--- config.mk ---
export PLATFORM = sky130hd
export DESIGN_NAME = stwss_ctrl
export DESIGN_NICKNAME = d
export VERILOG_FILES = /design/src/rtl/stwss_pkg.sv /design/src/rtl/stwss_ctrl.sv
export SDC_FILE = /design/constraint.sdc
export NUM_CORES = 1
export LEC_CHECK = 0
export ABC_AREA = 1
export BUFFER_PORTS_ARGS = -buffer_cell sky130_fd_sc_hd__clkbuf_2
export CAP_MARGIN = 20
export CORE_MARGIN = 2
export CORE_UTILIZATION = 56
export CTS_BUF_LIST = sky130_fd_sc_hd__clkbuf_8
export CTS_CLUSTER_SIZE = 10
export DETAILED_ROUTE_END_ITERATION = 7
export PLACE_DENSITY = 0.88
export SYNTH_ARGS = -nofsm -noshare
export SYNTH_HDL_FRONTEND = slang
export SYNTH_SLANG_ARGS = --single-unit
--- constraint.sdc ---
create_clock -name clk -period 3.05 [get_ports clk]
set_input_delay 0.4575 -clock clk [delete_from_list [all_inputs] [get_ports clk]]
set_output_delay 0.4575 -clock clk [all_outputs]
set_load 0.01 [all_outputs]
--- src/rtl/stwss_pkg.sv ---
// Package with shared constants, controller state type and control/status structs.
`timescale 1ns / 1ps
package stwss_pkg;

  localparam int STAGES_DEF = 9;
  localparam int WINDOW_DEF = 64;

  typedef enum logic [10:0] {
    S_IDLE    = 11'b00000000001,
    S_DISP    = 11'b00000000010,
    S_OLD_RD  = 11'b00000000100,
    S_OLD_GET = 11'b00000001000,
    S_RM_RD   = 11'b00000010000,
    S_RM_EV   = 11'b00000100000,
    S_INS_CHK = 11'b00001000000,
    S_INS_EV  = 11'b00010000000,
    S_Q_RD    = 11'b00100000000,
    S_Q_GET   = 11'b01000000000,
    S_DONE    = 11'b10000000000
  } state_t;

  typedef enum logic [1:0] {
    A_J   = 2'd0,
    A_JM1 = 2'd1,
    A_Q   = 2'd2
  } asel_t;

  typedef struct packed {
    logic  cap;
    logic  n_load;
    logic  commit;
    logic  take_old;
    logic  rm_ev;
    logic  j_inc;
    logic  j_dec;
    logic  q_take;
    logic  out_load;
    logic  r_we;
    logic  s_we;
    asel_t s_asel;
    logic  s_wsel_el;
  } cmd_t;

  typedef struct packed {
    logic bad;
    logic query;
    logic full;
    logic rm_last;
    logic j_zero;
    logic gt;
    logic found;
    logic empty;
    logic q_last;
    logic out_busy;
  } stat_t;

endpackage

--- src/rtl/stwss_ctrl.sv ---
// Controller state machine that sequences record, sorted-list update and query.
`timescale 1ns / 1ps
module stwss_ctrl import stwss_pkg::*; (
  input  logic  clk,
  input  logic  rst,
  input  logic  in_valid,
  output logic  in_ready,
  input  stat_t st,
  output cmd_t  cmd
);

  state_t state, state_next;

  always_ff @(posedge clk) begin
    if (rst) begin
      state <= S_IDLE;
    end else begin
      state <= state_next;
    end
  end

  assign in_ready = (state == S_IDLE);

  always_comb begin
    cmd = '0;
    cmd.s_asel = A_J;
    state_next = state;
    case (state)
      S_IDLE: begin
        if (in_valid) begin
          cmd.cap = 1'b1;
          state_next = S_DISP;
        end
      end
      S_DISP: begin
        if (st.bad) begin
          state_next = S_DONE;
        end else if (st.query) begin
          state_next = S_Q_RD;
        end else begin
          cmd.n_load = 1'b1;
          if (st.full) begin
            state_next = S_OLD_RD;
          end else begin
            cmd.r_we = 1'b1;
            cmd.commit = 1'b1;
            state_next = S_INS_CHK;
          end
        end
      end
      S_OLD_RD: begin
        state_next = S_OLD_GET;
      end
      S_OLD_GET: begin
        cmd.take_old = 1'b1;
        cmd.r_we = 1'b1;
        cmd.commit = 1'b1;
        state_next = S_RM_RD;
      end
      S_RM_RD: begin
        state_next = S_RM_EV;
      end
      S_RM_EV: begin
        cmd.rm_ev = 1'b1;
        cmd.s_we = st.found;
        cmd.s_asel = A_JM1;
        if (st.rm_last) begin
          state_next = S_INS_CHK;
        end else begin
          cmd.j_inc = 1'b1;
          state_next = S_RM_RD;
        end
      end
      S_INS_CHK: begin
        if (st.j_zero) begin
          cmd.s_we = 1'b1;
          cmd.s_wsel_el = 1'b1;
          state_next = S_Q_RD;
        end else begin
          cmd.s_asel = A_JM1;
          state_next = S_INS_EV;
        end
      end
      S_INS_EV: begin
        cmd.s_we = 1'b1;
        if (st.gt) begin
          cmd.j_dec = 1'b1;
          state_next = S_INS_CHK;
        end else begin
          cmd.s_wsel_el = 1'b1;
          state_next = S_Q_RD;
        end
      end
      S_Q_RD: begin
        if (st.empty) begin
          state_next = S_DONE;
        end else begin
          cmd.s_asel = A_Q;
          state_next = S_Q_GET;
        end
      end
      S_Q_GET: begin
        cmd.q_take = 1'b1;
        if (st.q_last) begin
          state_next = S_DONE;
        end else begin
          state_next = S_Q_RD;
        end
      end
      S_DONE: begin
        if (!st.out_busy) begin
          cmd.out_load = 1'b1;
          state_next = S_IDLE;
        end
      end
      default: begin
        state_next = S_IDLE;
      end
    endcase
  end

endmodule

==> impl_metrics.py <==
metrics = {
    "critical_path": {
        "arrival_ps": 1550,
        "slowest_delay_ps": 330,
        "critPathMostFrequentCell": "nand2_1",
        "cp_cell_sequence": "inv_1 -> nand2_1 -> nor3_1 -> nand2_2 -> nor2_2 -> nand3_1 -> nand2_1 -> clkbuf_2",
        "slowest_stage": "dfxtp_1",
        "end_kind": "output pin",
        "path_class": "reg2out",
        "cp.required_ps": 2590,
        "reg2reg_depth": 9,
        "startpoint_type": "flip-flop",
        "crit_path_max_fanout": 3,
    },
    "finish": {
        "final_cell_mix": "inv_1 (29), clkbuf_2 (27), nand2_1 (26), nor2_1 (20), nand3_1 (12)",
        "syn2layout_area_growth_pct": 21.9,
        "layout_commonest_cell": "inv_1",
        "fin_nets": 183,
        "largest_reg_flops": 11,
        "num_antenna_cells": 0,
        "top_register": "state",
        "reg_top3": "state (11)",
        "drive_gt1_share_pct": 34.3,
    },
    "sta": {
        "worstMarginPinSlew_ps": 311,
        "finalHoldViolations": 0,
        "drv_slew": 0,
        "period_minus_slack_ps": 2010,
        "fin_crit_sh_pct": 65.9,
        "fin_skew_ps": 0.837,
        "setup_viol": 0,
        "finalSetupTns_ps": 0,
        "relSlewSlack_pct": 79.1,
        "fmax_mhz": 498,
        "rsz0062_at_grt": "false",
        "timing.hold.ws_ps": 410,
    },
    "detailed_routing": {
        "dr_wl_met2_um": 1050,
        "firstDrtPassIters": 4,
        "highest_layer": "met4",
        "dr_wl_met3_um": 120,
        "wl_met1_um": 878,
        "first_iter_violations": 15,
        "drc": 0,
        "wl_per_cell_um": 11.4,
        "final_antenna_net_count": 0,
        "drt-total-wl_um": 2110,
        "vias": 935,
        "routed_via_density": 5.05,
    },
    "clock_network": {
        "cts_tree": "yes",
        "clkTransAtPathRegs_ps": 50,
        "root_buffer": "clkbuf_8",
        "clk_path_buf_depth": 2,
        "cts_num_sinks": 11,
        "cts_resized": 0,
        "post_cts_buffers": 0,
        "postCtsHoldBufs": 0,
        "cts_buffers": 3,
        "htreeDepth": 1,
        "clock_latency_ps": 240,
    },
    "die": {
        "rows": 14,
        "die_y_um": 43.6,
        "initial_core_util_pct": 59.0,
        "die_area_mm2": 0.00190,
        "die_x_um": 43.6,
        "pin_count": 28,
        "core_mm2": 0.00149,
    },
    "synth": {
        "ys_ff_latch": 11,
        "synth_area_um2": 878,
        "yosys_warnings": 0,
        "syn_inst": 139,
        "synth_flop_cell": "dfxtp_1",
        "synth_edf_count": 0,
        "synth_cell_type_count": 24,
        "seq_area_frac_synth_pct": 25.1,
        "syn_nets": 152,
        "syn_avg_cell_area_um2": 6.32,
        "async_reset_ff_share_pct": 0,
    },
    "status": {
        "outcome": "completed",
    },
    "grt": {
        "antenna_found_initial": 0,
        "grt_max_degree": 10,
        "grt_pass1_vias": 912,
        "overflow": 0,
        "grt_first_pass_wirelength_um": 3600,
        "grt_usage_pct": 25.4,
    },
    "power": {
        "irDropWorstVdd_mv": 0.427,
        "leakage_uw": 0.000643,
        "power_uw": 728,
        "p_per_area_mw_per_mm2": 679,
    },
    "placement": {
        "dpl.hpwl_um": 1670,
        "port_buffers": 27,
        "place_congestion": 0.791,
    },
    "run": {
        "cap_violations": 0,
    },
    "hold_path": {
        "whs_path_depth": 2,
        "holdCritPathClass": "in2reg",
    },
}
## cell usage after synthesis (3+ instances only)
| cell | instances | area share (%) |
|---|---|---|
| nand2_2 | 6 | 4.3 |
| nor3_1 | 5 | 2.8 |
| nand2_4 | 4 | 5.1 |
| nand2_1 | 26 | 11 |
| inv_1 | 28 | 12 |
| nor2_1 | 20 | 8.5 |
| dfxtp_1 | 11 | 25 |
| nand3_1 | 12 | 6.8 |
| nor2_2 | 7 | 5.0 |
| nand3_2 | 3 | 3.4 |
## cells by family after synthesis
logic type	after synthesis	synth area share, %
compound gates	6	3.99
buf+inv	33	15.0
flops	11	25.1
simple gates	89	56.0
## critical path, delay by kind of cell, from the launching register on
| kind | cells | cell delay [ps] |
|---|---|---|
| buffers and inverters | 2 | 210 |
| flip-flops | 1 | 330 |
| AND/OR/NAND/NOR | 6 | 770 |
## final cells by class
| class | count | area [um^2] |
|---|---|---|
| multi-input cells | 95 | 527 |
| fillers | 140 | 418 |
| flip-flops and latches | 11 | 220 |
| repair buffers | 27 | 135 |
| inverters | 32 | 124 |
| clock buffers | 3 | 41.3 |
| well taps | 16 | 20.0 |
| clock inverters | 1 | 3.75 |
## final timing paths
kind,slack [ps],start,to
max,1040,state[2],cmd[4]
max reg2reg,1640,state[0],state[6]
min,410,rst,state[2]
min reg2reg,620,state[4],state[5]
## routing by layer
| metal | vias up | GRT usage, % |
|---|---|---|
| li1 | 482 | - |
| met1 | 410 | 27.0 |
| met2 | 36 | 47.1 |
| met3 | 7 | 4.17 |
| met4 | 0 | 13.3 |
| met5 | - | 0 |
## stage by stage
stage / worst slack (ps) / instances / util (%) / area [um^2]
6_report: 1040 / 185 / 71.9 / 1070
5_1_grt: 908 / 185 / 71.9 / 1070
4_1_cts: 1030 / 185 / 71.9 / 1070
3_5_place_dp: 1300 / 181 / 68.9 / 1030
3_3_place_gp: 1370 / 181 / 68.9 / 1030
2_1_floorplan: 1350 / 139 / - / 878
## power by group
part / leakage [uW] / switching (uW) / internal, uW
sequential: 0.0000893 / 15.8 / 164
clock: 0.0000269 / 58.9 / 88.7
combinational: 0.000527 / 265 / 135
Power figures use the tool's default switching activity.
